File: src/hw/rtl/u8d_pkg.sv
// Shared types and constants for the UTF-8 stream decoder.
package u8d_pkg;

   localparam int unsigned ByteWidth = 8;
   localparam int unsigned CpWidth   = 22;
   localparam int unsigned PayWidth  = 6;

   typedef enum logic [1:0] {
      STATUS_OK  = 2'd0,
      STATUS_BAD = 2'd1,
      STATUS_END = 2'd2
   } status_type;

   typedef struct packed {
      logic [1:0]         bytes_left;
      logic [CpWidth-1:0] accumulator;
      logic               bad_seen;
   } dec_state_type;

   typedef struct packed {
      logic               emit;
      logic [CpWidth-1:0] code_point;
      status_type         status;
   } dec_result_type;

endpackage

File: src/hw/rtl/u8d_req_if.sv
// Byte input channel: valid, ready and one raw byte.
interface u8d_req_if import u8d_pkg::*; ();
   logic                 valid;
   logic                 ready;
   logic [ByteWidth-1:0] in_byte;

   modport source (output valid, output in_byte, input ready);
   modport sink   (input valid, input in_byte, output ready);
endinterface

File: src/hw/rtl/u8d_rsp_if.sv
// Result channel: valid, ready, code point and status.
interface u8d_rsp_if import u8d_pkg::*; ();
   logic               valid;
   logic               ready;
   logic [CpWidth-1:0] code_point;
   status_type         status;

   modport source (output valid, output code_point, output status, input ready);
   modport sink   (input valid, input code_point, input status, output ready);
endinterface

File: src/hw/rtl/u8d_input_stage.sv
// Input register holding one accepted byte until the decoder takes it.
module u8d_input_stage import u8d_pkg::*; (
   input  logic                 clock,
   input  logic                 reset,
   input  logic                 req_valid,
   output logic                 req_ready,
   input  logic [ByteWidth-1:0] req_byte,
   input  logic                 take,
   output logic                 byte_valid,
   output logic [ByteWidth-1:0] byte_data
);

   logic                 valid_ff;
   logic                 valid_in;
   logic [ByteWidth-1:0] data_ff;

   assign req_ready  = !valid_ff || take;
   assign valid_in   = req_ready ? req_valid : valid_ff;
   assign byte_valid = valid_ff;
   assign byte_data  = data_ff;

   always_ff @(posedge clock) begin
      if (reset) begin
         valid_ff <= 1'b0;
      end else begin
         valid_ff <= valid_in;
      end
   end

   always_ff @(posedge clock) begin
      if (req_ready && req_valid) begin
         data_ff <= req_byte;
      end
   end

endmodule

File: src/hw/rtl/u8d_decode.sv
// Decode step: next sequence state and optional result for one byte.
module u8d_decode import u8d_pkg::*; (
   input  logic [ByteWidth-1:0] in_byte,
   input  dec_state_type        state,
   output dec_state_type        next_state,
   output dec_result_type       result
);

   logic [1:0] left_dec;
   logic       bad_next;

   always_comb begin
      left_dec = state.bytes_left - 2'd1;
      bad_next = state.bad_seen || (in_byte[7:6] != 2'b10);

      next_state = state;
      result.emit       = 1'b0;
      result.code_point = '0;
      result.status     = STATUS_OK;

      if (state.bytes_left == 2'd0) begin
         if (in_byte == '0) begin
            result.emit   = 1'b1;
            result.status = STATUS_END;
         end else if (!in_byte[7]) begin
            result.emit       = 1'b1;
            result.code_point = {{(CpWidth-ByteWidth){1'b0}}, in_byte};
         end else begin
            next_state.bad_seen = 1'b0;
            if (in_byte inside {[8'hC0:8'hDF]}) begin
               next_state.bytes_left  = 2'd1;
               next_state.accumulator = {{(CpWidth-5){1'b0}}, in_byte[4:0]};
            end else if (in_byte inside {[8'hE0:8'hEF]}) begin
               next_state.bytes_left  = 2'd2;
               next_state.accumulator = {{(CpWidth-4){1'b0}}, in_byte[3:0]};
            end else begin
               next_state.bytes_left  = 2'd3;
               next_state.accumulator = {{(CpWidth-4){1'b0}}, in_byte[3:0]};
            end
         end
      end else begin
         next_state.bytes_left  = left_dec;
         next_state.bad_seen    = bad_next;
         next_state.accumulator = {state.accumulator[CpWidth-PayWidth-1:0],
                                   in_byte[PayWidth-1:0]};
         if (left_dec == 2'd0) begin
            result.emit = 1'b1;
            if (bad_next) begin
               result.status = STATUS_BAD;
            end else begin
               result.code_point = next_state.accumulator;
            end
            next_state.accumulator = '0;
            next_state.bad_seen    = 1'b0;
         end
      end
   end

endmodule

File: src/hw/rtl/utf8_stream_decoder.sv
// UTF-8 stream decoder top level.
//
// Bytes arrive on req_bus (valid/ready, field in_byte) and decoded results
// leave on rsp_bus (valid/ready, fields code_point and status). A byte is
// taken on every transfer; ASCII bytes, a zero byte in idle and the last
// byte of a multi-byte sequence each give one result, other bytes none.
// Status OK carries the code point, BAD marks a sequence with a broken
// continuation byte and END marks a zero byte; code_point is zero unless OK.
//
// The byte that completes a result is taken into the input register, then
// decoded into the result register; a stall can hold it in the input register.
// Throughput: one byte per cycle unless the result slot is blocked, set by
// the single decode step between the input register and the result register.
//
// Reset clears the sequence state and both valid flags. When the receiver
// stalls, the result register holds; bytes that give no result still pass,
// and req_bus.ready falls only once the input register holds a byte that
// needs the blocked result slot.
module utf8_stream_decoder import u8d_pkg::*; (
   input  logic      clock,
   input  logic      reset,
   u8d_req_if.sink   req_bus,
   u8d_rsp_if.source rsp_bus
);

   logic                 byte_valid;
   logic [ByteWidth-1:0] byte_data;
   logic                 take;
   logic                 out_free;

   dec_state_type        state_ff;
   dec_state_type        state_in;
   dec_result_type       result;

   logic                 out_valid_ff;
   logic                 out_valid_in;
   logic [CpWidth-1:0]   out_cp_ff;
   status_type           out_status_ff;

   u8d_input_stage u_input (
      .clock      (clock),
      .reset      (reset),
      .req_valid  (req_bus.valid),
      .req_ready  (req_bus.ready),
      .req_byte   (req_bus.in_byte),
      .take       (take),
      .byte_valid (byte_valid),
      .byte_data  (byte_data)
   );

   u8d_decode u_decode (
      .in_byte    (byte_data),
      .state      (state_ff),
      .next_state (state_in),
      .result     (result)
   );

   assign out_free     = !out_valid_ff || rsp_bus.ready;
   assign take         = byte_valid && (out_free || !result.emit);
   assign out_valid_in = (take && result.emit) || (out_valid_ff && !rsp_bus.ready);

   always_ff @(posedge clock) begin
      if (reset) begin
         state_ff     <= '0;
         out_valid_ff <= 1'b0;
      end else begin
         out_valid_ff <= out_valid_in;
         if (take) begin
            state_ff <= state_in;
         end
      end
   end

   always_ff @(posedge clock) begin
      if (take && result.emit) begin
         out_cp_ff     <= result.code_point;
         out_status_ff <= result.status;
      end
   end

   assign rsp_bus.valid      = out_valid_ff;
   assign rsp_bus.code_point = out_cp_ff;
   assign rsp_bus.status     = out_status_ff;

endmodule

File: src/flat_wrapper.sv
// flat-port wrapper written by rule: the top's interface ports become plain ports
module utf8_stream_decoder_flat import u8d_pkg::*;
  (clock, reset, req_bus_valid, req_bus_in_byte, req_bus_ready, rsp_bus_valid, rsp_bus_code_point, rsp_bus_status, rsp_bus_ready);
  u8d_req_if req_bus_i ();
  u8d_rsp_if rsp_bus_i ();
  input  logic clock;
  input  logic reset;
  input wire logic [$bits(req_bus_i.valid)-1:0] req_bus_valid;
  input wire logic [$bits(req_bus_i.in_byte)-1:0] req_bus_in_byte;
  output wire logic [$bits(req_bus_i.ready)-1:0] req_bus_ready;
  output wire logic [$bits(rsp_bus_i.valid)-1:0] rsp_bus_valid;
  output wire logic [$bits(rsp_bus_i.code_point)-1:0] rsp_bus_code_point;
  output wire logic [$bits(rsp_bus_i.status)-1:0] rsp_bus_status;
  input wire logic [$bits(rsp_bus_i.ready)-1:0] rsp_bus_ready;
  assign req_bus_i.valid = req_bus_valid;
  assign req_bus_i.in_byte = req_bus_in_byte;
  assign req_bus_ready = req_bus_i.ready;
  assign rsp_bus_valid = rsp_bus_i.valid;
  assign rsp_bus_code_point = rsp_bus_i.code_point;
  assign rsp_bus_status = rsp_bus_i.status;
  assign rsp_bus_i.ready = rsp_bus_ready;
  utf8_stream_decoder u_core (.clock(clock), .reset(reset), .req_bus(req_bus_i), .rsp_bus(rsp_bus_i));
endmodule
File: config.mk
export PLATFORM = sky130hd
export DESIGN_NAME = utf8_stream_decoder_flat
export DESIGN_NICKNAME = d
export VERILOG_FILES = /design/src/hw/rtl/u8d_pkg.sv /design/src/hw/rtl/u8d_req_if.sv /design/src/hw/rtl/u8d_rsp_if.sv /design/src/hw/rtl/u8d_input_stage.sv /design/src/hw/rtl/u8d_decode.sv /design/src/hw/rtl/utf8_stream_decoder.sv /design/src/flat_wrapper.sv
export SDC_FILE = /design/constraint.sdc
export NUM_CORES = 1
export LEC_CHECK = 0
export ABC_AREA = 1
export BUFFER_PORTS_ARGS = -buffer_cell sky130_fd_sc_hd__buf_4
export CORE_MARGIN = 4
export CORE_UTILIZATION = 60
export CTS_CLUSTER_DIAMETER = 50
export DETAILED_ROUTE_END_ITERATION = 16
export PLACE_DENSITY = 0.78
export SYNTH_ARGS = -nofsm -noshare
export SYNTH_HDL_FRONTEND = slang
export SYNTH_HIERARCHICAL = 1
export SYNTH_SLANG_ARGS = --single-unit
File: constraint.sdc
create_clock -name clock -period 5.25 [get_ports clock]
set_input_delay 0.2625 -clock clock [delete_from_list [all_inputs] [get_ports clock]]
set_output_delay 0.2625 -clock clock [all_outputs]
set_load 0.01 [all_outputs]
==> results of run 1 <==
-- layout make-up --
type | instances | area share
inverter | 51 | 0.0637
clock inverter | 1 | 0.00166
clock buffer | 7 | 0.0320
timing repair buffer | 38 | 0.0949
multi-input combinational | 176 | 0.327
sequential | 53 | 0.459
tap | 52 | 0.0216
-- worst reg2reg max path, stage by stage, from the launching register on --
cell     delay [ns]
dfxtp_1        0.55
nor2_4         0.13
nand2_4        0.20
nand2_1        0.17
nand3_4        0.42
nand2_1        0.10
inv_1          0.10
nand2_1        0.05
inv_1          0.67
-- layout by cell type (no fill, tap or decap) --
cell       instances
nand2_1           50
inv_1             45
buf_4             38
edfxtp_1          32
nor2_1            30
nand3_1           26
a21oi_1           21
dfxtp_1           21
nand3_2           14
nor2_4            13
o22ai_1           10
clkbuf_8           7
inv_2              5
o21ai_0            3
nand2_4            2
nand2_2            2
clkinv_2           1
nand3_4            1
clkinv_1           1
o2bb2ai_1          1
nand3b_1           1
nor3_1             1
a21oi_2            1
-- metal layers --
layer / global-route usage / vias up / share of wire
li1: - / 1009 / -
met1: 0.257 / 913 / 0.45
met2: 0.298 / 71 / 0.47
met3: 0.0427 / 6 / 0.073
met4: 0.0692 / 0 / 0.011
met5: 0 / - / 0
-- where the power goes --
part           switching (mW)  internal [mW]
registers              0.0189          0.471
logic                  0.0910         0.0556
clock network           0.125          0.119
-- worst min path at each step --
| stage | from | endpoint | cells after the start |
|---|---|---|---|
| 2_1_floorplan | reset | u_core/u_input/byte_valid | 1 |
| 3_3_place_gp | reset | u_core/u_input/byte_valid | 2 |
| 3_5_place_dp | reset | u_core/u_input/byte_valid | 2 |
| 4_1_cts | reset | u_core/u_input/byte_valid | 2 |
| 5_1_grt | reset | u_core/u_input/byte_valid | 2 |
| 6_report | reset | u_core/u_input/byte_valid | 2 |
-- registers in the layout, indices dropped and copies added, names as in the netlist --
| register | cells |
|---|---|
| u_core/rsp_bus.code_point | 22 |
| u_core/rsp_bus.valid | 1 |
| u_core/u_input/byte_data | 8 |
| u_core/u_input/byte_valid | 1 |
| u_core/rsp_bus.status | 2 |
| u_core/state_ff | 19 |
==> impl_metrics.py, run 1 <==
metrics = {
    "outcome": {
        "status": "completed",
    },
    "final_layout": {
        "utilization": 0.691,
        "syn_to_final_growth_pct": 11.3,
        "num-nets-final": 337,
        "diodes": 0,
        "nFillCells": 353,
        "register_area_sq_um": 1380,
        "stdcell_count": 378,
        "multi_input_area_sq_um": 982,
        "stdcell_area_sq_um": 3010,
        "drive_gt1_frac": 0.258,
    },
    "critical_path": {
        "crit_fanout": 39,
        "worstSetupPathType": "reg2reg",
        "startpoint_type": "flop",
        "crit_cells": 8,
        "r2r_end": "u_core/rsp_bus.code_point[19]",
        "crit_buf_inv": 2,
        "crit_slowest_cell": "inv_1",
        "reg2reg_from": "u_core/state_ff[24]",
        "r2r_slack_ns": 2.50,
        "crit_path_end_kind": "flop",
        "worstRegToRegCells": 8,
        "crit_top_cell": "nand2_1",
        "cp.arrival_ns": 2.68,
        "cp.required_ns": 5.18,
        "crit_family": "simple AND/OR/NAND/NOR gates",
        "critPathCapture": "u_core/rsp_bus.code_point[19]",
        "cpPeakStageDelay_ns": 0.67,
        "crit_start": "u_core/state_ff[24]",
        "cp_cell_sequence": "nor2_4, nand2_4, nand2_1, nand3_4, nand2_1, inv_1, nand2_1, inv_1",
    },
    "placement": {
        "post-place-ws_ns": 2.47,
        "gp_congestion": 0.863,
        "portBuffers": 37,
        "dp_hpwl_mm": 3.28,
        "postPlaceCellArea_sq_um": 2910,
        "place_inst": 370,
    },
    "timing": {
        "hold_viol": 0,
        "grt_setup_unrepaired": "false",
        "period_minus_slack_ns": 2.75,
        "max_slew_margin": 0.382,
        "worst_pin_slew_ns": 0.925,
        "fin_skew_ns": 0.00571,
        "slew_viol_final": 0,
        "tns_ns": 0,
        "setup_ws_ns": 2.50,
        "hold_slack_ns": 0.113,
        "period_share": 0.525,
        "setup_viol": 0,
        "fmax_mhz": 363,
    },
    "clock_network": {
        "post-cts-setup-buffer-count": 0,
        "cts_root_buf": "clkbuf_8",
        "cts-buffers-inserted": 5,
        "htreeDepth": 2,
        "cts_hold_buf": 0,
        "cts_tree": "yes",
        "insertion_delay_ns": 0.30,
        "cts_resized": 0,
        "clockBufferDepth": 2,
        "cts_num_sinks": 53,
        "clkTransAtPathRegs_ns": 0.09,
    },
    "yosys": {
        "synth_cells": 298,
        "syn_area_sq_um": 2700,
        "yosys_warnings": 6,
        "synth.avg_cell_area_sq_um": 9.06,
        "syn_nets": 310,
    },
    "detailed_routing": {
        "wl_per_cell_microns": 12.6,
        "ant_nets": 0,
        "vias_per_cell": 5.29,
        "vias": 1999,
        "drtIter0Drc": 169,
        "drc_errors": 0,
        "wl_mm": 4.78,
        "dr.pass1.iters": 5,
    },
    "floorplanning": {
        "die_height_microns": 75.1,
        "initial_utilization": 0.620,
        "io_pins": 38,
        "coreArea_sq_um": 4350,
        "chipWidth_microns": 75.1,
        "dieArea_sq_um": 5640,
        "rows": 24,
    },
    "grt": {
        "grt_usage": 0.190,
        "grt_max_degree": 42,
        "grt_antenna_before_repair": 0,
        "overflow": 0,
        "grt_pass1_wl_mm": 8.13,
        "grt_pass1_vias": 1767,
    },
    "power": {
        "finalPower_mw": 0.881,
        "leakage_nw": 1.23,
        "ir_worst_vdd_v": 0.000173,
        "power_per_cell_area_nw_per_um2": 293,
    },
    "worst_hold_path": {
        "min_path_type": "in2reg",
    },
    "flow_run": {
        "cap_violations": 0,
    },
}
Power figures use the tool's default switching activity.
==> run 2: changes to the inputs <==
--- a/config.mk
+++ b/config.mk
@@ -8,10 +8,10 @@
 export ABC_AREA = 1
 export BUFFER_PORTS_ARGS = -buffer_cell sky130_fd_sc_hd__buf_4
 export CORE_MARGIN = 4
-export CORE_UTILIZATION = 60
+export CORE_UTILIZATION = 52
 export CTS_CLUSTER_DIAMETER = 50
 export DETAILED_ROUTE_END_ITERATION = 16
-export PLACE_DENSITY = 0.78
+export PLACE_DENSITY = 0.72
 export SYNTH_ARGS = -nofsm -noshare
 export SYNTH_HDL_FRONTEND = slang
 export SYNTH_HIERARCHICAL = 1
==> constraint.sdc (replaced) <==
create_clock -name clock -period 2.26 [get_ports clock]
set_input_delay 0.113 -clock clock [delete_from_list [all_inputs] [get_ports clock]]
set_output_delay 0.113 -clock clock [all_outputs]
set_load 0.01 [all_outputs]
==> run 2 against run 1 <==
Net effect:
- critical path type is now reg2out
- total power grew 130%
- wire length increased by 1.5%
- die area rose by 14%
- first-iteration DRC count up 14%
- sequential power rose by 130%
- via count fell by 1.7%
- sequential cell count did not move
- cell count grew 7.1%
- sequential share of layout area fell by 1.9 points
- utilization is 4.8 points lower
- combinational power is 140% higher
==> impl_metrics.py, run 2 (same netlist as run 1, synthesis figures left out) <==
metrics = {
    "outcome": {
        "status": "completed",
    },
    "power": {
        "ir_worst_vdd_v": 0.000350,
        "power_per_cell_area_nw_per_um2": 639,
        "leakage_nw": 1.28,
        "finalPower_mw": 2.00,
    },
    "floorplanning": {
        "io_pins": 38,
        "chipWidth_microns": 80.1,
        "die_height_microns": 80.1,
        "dieArea_sq_um": 6410,
        "initial_utilization": 0.554,
        "coreArea_sq_um": 4880,
        "rows": 25,
    },
    "clock_network": {
        "cts_num_sinks": 53,
        "insertion_delay_ns": 0.30,
        "clkTransAtPathRegs_ns": 0.09,
        "post-cts-setup-buffer-count": 0,
        "cts_tree": "yes",
        "htreeDepth": 2,
        "cts-buffers-inserted": 5,
        "cts_root_buf": "clkbuf_8",
        "clockBufferDepth": 2,
    },
    "final_layout": {
        "largest_register_ff_count": 22,
        "drive_gt1_frac": 0.257,
        "final_common_cell": "nand2_1",
        "final_cell_mix": "50 x nand2_1, 45 x inv_1, 40 x buf_4",
        "num-nets-final": 349,
        "diodes": 0,
        "syn_to_final_growth_pct": 16.1,
    },
    "timing": {
        "fin_skew_ns": 0.00716,
        "fmax_mhz": 504,
        "grt_setup_unrepaired": "false",
        "slew_viol_final": 0,
        "hold_viol": 0,
        "setup_viol": 0,
        "period_minus_slack_ns": 1.98,
        "worst_pin_slew_ns": 0.571,
        "period_share": 0.878,
        "tns_ns": 0,
        "max_slew_margin": 0.617,
    },
    "detailed_routing": {
        "vias": 1965,
        "wl_met1_mm": 2.29,
        "vias_per_cell": 4.85,
        "route.met3.wl_microns": 218,
        "dr.pass1.iters": 6,
        "wl_met2_mm": 2.28,
        "highest_layer": "met4",
        "ant_nets": 0,
        "wl_mm": 4.85,
        "wl_per_cell_microns": 12.0,
        "drtIter0Drc": 193,
        "drc_errors": 0,
    },
    "critical_path": {
        "cp.arrival_ns": 1.87,
        "startpoint_type": "flop",
        "r2r_end": "u_core/u_input/byte_data[7]",
        "r2r_slack_ns": 0.35,
        "worstRegToRegCells": 9,
        "crit_path_end_kind": "primary output",
        "crit_fanout": 10,
        "reg2reg_from": "u_core/state_ff[24]",
        "cp.required_ns": 2.15,
        "worstSetupPathType": "reg2out",
    },
    "grt": {
        "grt_pass1_wl_mm": 8.46,
        "overflow": 0,
        "grt_usage": 0.169,
        "grt_max_degree": 39,
        "grt_antenna_before_repair": 0,
        "grt_pass1_vias": 1818,
    },
    "worst_hold_path": {
        "hold_depth": 4,
        "min_path_type": "in2reg",
        "worstHoldStart": "rsp_bus_ready",
        "holdPathEnd": "u_core/rsp_bus.valid",
    },
    "placement": {
        "gp_congestion": 0.885,
        "dp_hpwl_mm": 3.31,
        "portBuffers": 37,
    },
    "flow_run": {
        "cap_violations": 0,
    },
}
==> run 2: cell count changes in the layout (fill, tap and decap cells not counted) <==
cell	before	now
dlygate4sd3_1	0	9
buf_4	38	40
clkbuf_8	7	5
buf_12	0	1
clkinv_2	1	2
clkinvlp_4	0	1
==> run 2: cell type report <==
cell class | count | area, sq um
clock buffer | 5 | 68.8
timing repair buffer | 50 | 410
tap | 67 | 83.8
clock inverter | 3 | 17.5
sequential | 53 | 1380
multi-input combinational | 176 | 982
fill | 422 | 1740
inverter | 51 | 191
==> run 2: what timing repair did <==
| item | 4_1_cts | 5_1_grt |
|---|---|---|
| hold buffers | 9 | 0 |
| gates resized for setup | 0 | 0 |
| hold endpoints to repair | 9 | 0 |
==> run 2: metrics by stage <==
step                      std cells  area, sq um  utilization  worst slack, ns  hold WS, ns
final                           405         3140        0.643            0.276       0.0772
after global routing            405         3140        0.643           0.0858       0.0841
after CTS                       405         3140        0.643            0.263       0.0722
after detailed placement        388         2960        0.606            0.357        0.283
after global placement          388         2960        0.606            0.408        0.279
after floorplan                 298         2700            -            0.119        0.175
==> run 2: how the worst max path moves through the flow <==
stage	end	slack, ns	start
3_3_place_gp	u_core/u_input/byte_data[4]	0.41	u_core/state_ff[24]
4_1_cts	req_bus_ready	0.26	u_core/state_ff[23]
5_1_grt	req_bus_ready	0.09	u_core/state_ff[23]
2_1_floorplan	u_core/rsp_bus.code_point[0]	0.12	u_core/u_input/byte_data[7]
6_report	req_bus_ready	0.28	u_core/state_ff[23]
3_5_place_dp	u_core/u_input/byte_data[4]	0.36	u_core/state_ff[24]
==> run 2: power breakdown <==
| group | internal, mW | total (mW) | switching [mW] |
|---|---|---|---|
| Clock | 0.214 | 0.506 | 0.292 |
| Sequential | 1.09 | 1.14 | 0.0472 |
| Combinational | 0.147 | 0.357 | 0.210 |
==> run 2: per-layer routing <==
layer  vias to the layer above  GRT usage
met5                         -          0
met4                         0     0.0625
met3                         7     0.0303
met2                        45      0.266
met1                       876      0.232
li1                       1037          -
==> run 2: critical path, cell delays in order (launching register included) <==
cell and delay (ns):
dfxtp_1 0.46, inv_2 0.09, nor2_4 0.24, inv_1 0.14, nand2_1 0.17, nand3_4 0.09, nand2_1 0.06, inv_1 0.06
inv_2 0.05, nand2_2 0.05, buf_4 0.16
==> run 3: changes to the inputs <==
==> constraint.sdc (replaced) <==
create_clock -name clock -period 2.26 [get_ports clock]
set_input_delay 0.226 -clock clock [delete_from_list [all_inputs] [get_ports clock]]
set_output_delay 0.226 -clock clock [all_outputs]
set_load 0.01 [all_outputs]
==> run 3 against run 2 <==
Net effect:
- sequential cell count is the same
- non-clock buffer count shrank 7
- total power grew 5.2%
- clock skew about the same
- combinational power about the same
- die area stayed put
- critical endpoint unchanged
- wire length rose by 0.78%
==> impl_metrics.py, run 3 (same netlist as run 1, synthesis figures left out) <==
metrics = {
    "outcome": {
        "status": "completed",
    },
    "detailed_routing": {
        "wl_mm": 4.89,
        "drc_errors": 0,
        "drtIter0Drc": 170,
        "wl_per_cell_microns": 12.3,
        "dr.pass1.iters": 4,
        "vias": 1945,
        "ant_nets": 0,
        "vias_per_cell": 4.89,
    },
    "power": {
        "ir_worst_vdd_v": 0.000369,
        "finalPower_mw": 2.11,
        "p_sw_mw": 0.546,
        "internal_power_mw": 1.56,
        "leakage_nw": 1.26,
        "comb_power_share": 0.169,
        "power_frac_clock": 0.292,
        "power_frac_seq": 0.540,
        "power_per_cell_area_nw_per_um2": 684,
        "p_sw_frac": 0.259,
    },
    "timing": {
        "period_share": 0.922,
        "hold_viol": 0,
        "worst_pin_slew_ns": 0.590,
        "max_slew_margin": 0.604,
        "grt_setup_unrepaired": "false",
        "period_minus_slack_ns": 2.08,
        "slew_viol_final": 0,
        "fin_skew_ns": 0.00694,
        "setup_ws_ns": 0.176,
        "hold_slack_ns": 0.0761,
        "setup_viol": 0,
        "tns_ns": 0,
        "fmax_mhz": 480,
    },
    "critical_path": {
        "crit_fanout": 18,
        "crit_path_end_kind": "primary output",
        "worstSetupPathType": "reg2out",
        "startpoint_type": "flop",
        "reg2reg_from": "u_core/state_ff[24]",
        "cp.arrival_ns": 1.86,
        "r2r_end": "u_core/state_ff[10]",
        "cp.required_ns": 2.03,
        "critPathCapture": "req_bus_ready",
        "worstRegToRegCells": 8,
        "r2r_slack_ns": 0.34,
        "crit_start": "u_core/state_ff[24]",
    },
    "placement": {
        "portBuffers": 37,
        "post-place-ws_ns": 0.368,
        "postPlaceCellArea_sq_um": 2960,
        "place_inst": 388,
        "gp_congestion": 0.869,
        "dp_hpwl_mm": 3.33,
    },
    "clock_network": {
        "cts_resized": 0,
        "clkTransAtPathRegs_ns": 0.09,
        "insertion_delay_ns": 0.30,
        "htreeDepth": 2,
        "cts_root_buf": "clkbuf_8",
        "post-cts-setup-buffer-count": 0,
        "cts-buffers-inserted": 5,
        "cts_tree": "yes",
        "cts_hold_buf": 0,
        "cts_num_sinks": 53,
        "clockBufferDepth": 2,
    },
    "grt": {
        "overflow": 0,
        "grt_antenna_before_repair": 0,
        "grt_max_degree": 42,
        "grt_pass1_vias": 1780,
        "grt_usage": 0.166,
        "grt_pass1_wl_mm": 8.22,
    },
    "final_layout": {
        "syn_to_final_growth_pct": 14.0,
        "final_common_cell": "nand2_1",
        "utilization": 0.631,
        "num-nets-final": 342,
        "final_cell_mix": "50 x nand2_1, 45 x inv_1, 42 x buf_4",
        "stdcell_area_sq_um": 3080,
        "largest_register_ff_count": 22,
        "diodes": 0,
        "drive_gt1_frac": 0.263,
        "stdcell_count": 398,
    },
    "floorplanning": {
        "dieArea_sq_um": 6410,
        "io_pins": 38,
        "initial_utilization": 0.554,
        "coreArea_sq_um": 4880,
        "rows": 25,
        "die_height_microns": 80.1,
        "chipWidth_microns": 80.1,
    },
    "flow_run": {
        "cap_violations": 0,
    },
    "worst_hold_path": {
        "min_path_type": "in2reg",
        "hold_depth": 2,
    },
}
run 3: cell count changes in the layout (fill, tap and decap cells not counted):
cell	delta
clkinvlp_4	-1
clkinv_2	-2
buf_4	+2
clkinv_1	+1
clkbuf_1	+1
bufinv_16	+1
dlygate4sd3_1	-9
run 3: how the worst min path moves through the flow:
stage | from | to | slack [ns]
final | reset | u_core/u_input/byte_valid | 0.08
after global routing | reset | u_core/u_input/byte_valid | 0.06
after CTS | reset | u_core/u_input/byte_valid | 0.07
after detailed placement | reset | u_core/u_input/byte_valid | 0.40
after global placement | reset | u_core/u_input/byte_valid | 0.39
after floorplan | reset | u_core/u_input/byte_valid | 0.29
run 3: area by class of cell:
type | count | area, sq um
Timing Repair Buffer | 43 | 335
Tap cell | 67 | 83.8
Fill cell | 446 | 1800
Multi-Input combinational cell | 176 | 982
Sequential cell | 53 | 1380
Inverter | 51 | 191
Clock inverter | 2 | 33.8
Clock buffer | 6 | 72.6
run 3: routing by layer:
| metal | vias to the layer above | share of wire | global-route usage |
|---|---|---|---|
| li1 | 1014 | - | - |
| met1 | 875 | 0.47 | 0.226 |
| met2 | 51 | 0.47 | 0.260 |
| met3 | 5 | 0.043 | 0.0370 |
| met4 | 0 | 0.012 | 0.0591 |
| met5 | - | 0 | 0 |
run 3: power by group through the flow:
stage               Sequential (mW)  Combinational [mW]  Clock (mW)
finish                         1.14               0.355       0.614
global route                   1.15               0.398       0.673
CTS                            1.14               0.352       0.628
detailed placement             1.16               0.350           0
global placement               1.16               0.344           0
floorplan                      1.16               0.252           0
run 3: critical path, cell delays in order (launching register included):
cell	delay (ns)
dfxtp_1	0.42
nor2_4	0.26
nand2_4	0.19
nand2_1	0.20
nand3_4	0.09
nand2_1	0.07
inv_1	0.06
inv_2	0.06
nand2_2	0.05
buf_4	0.16
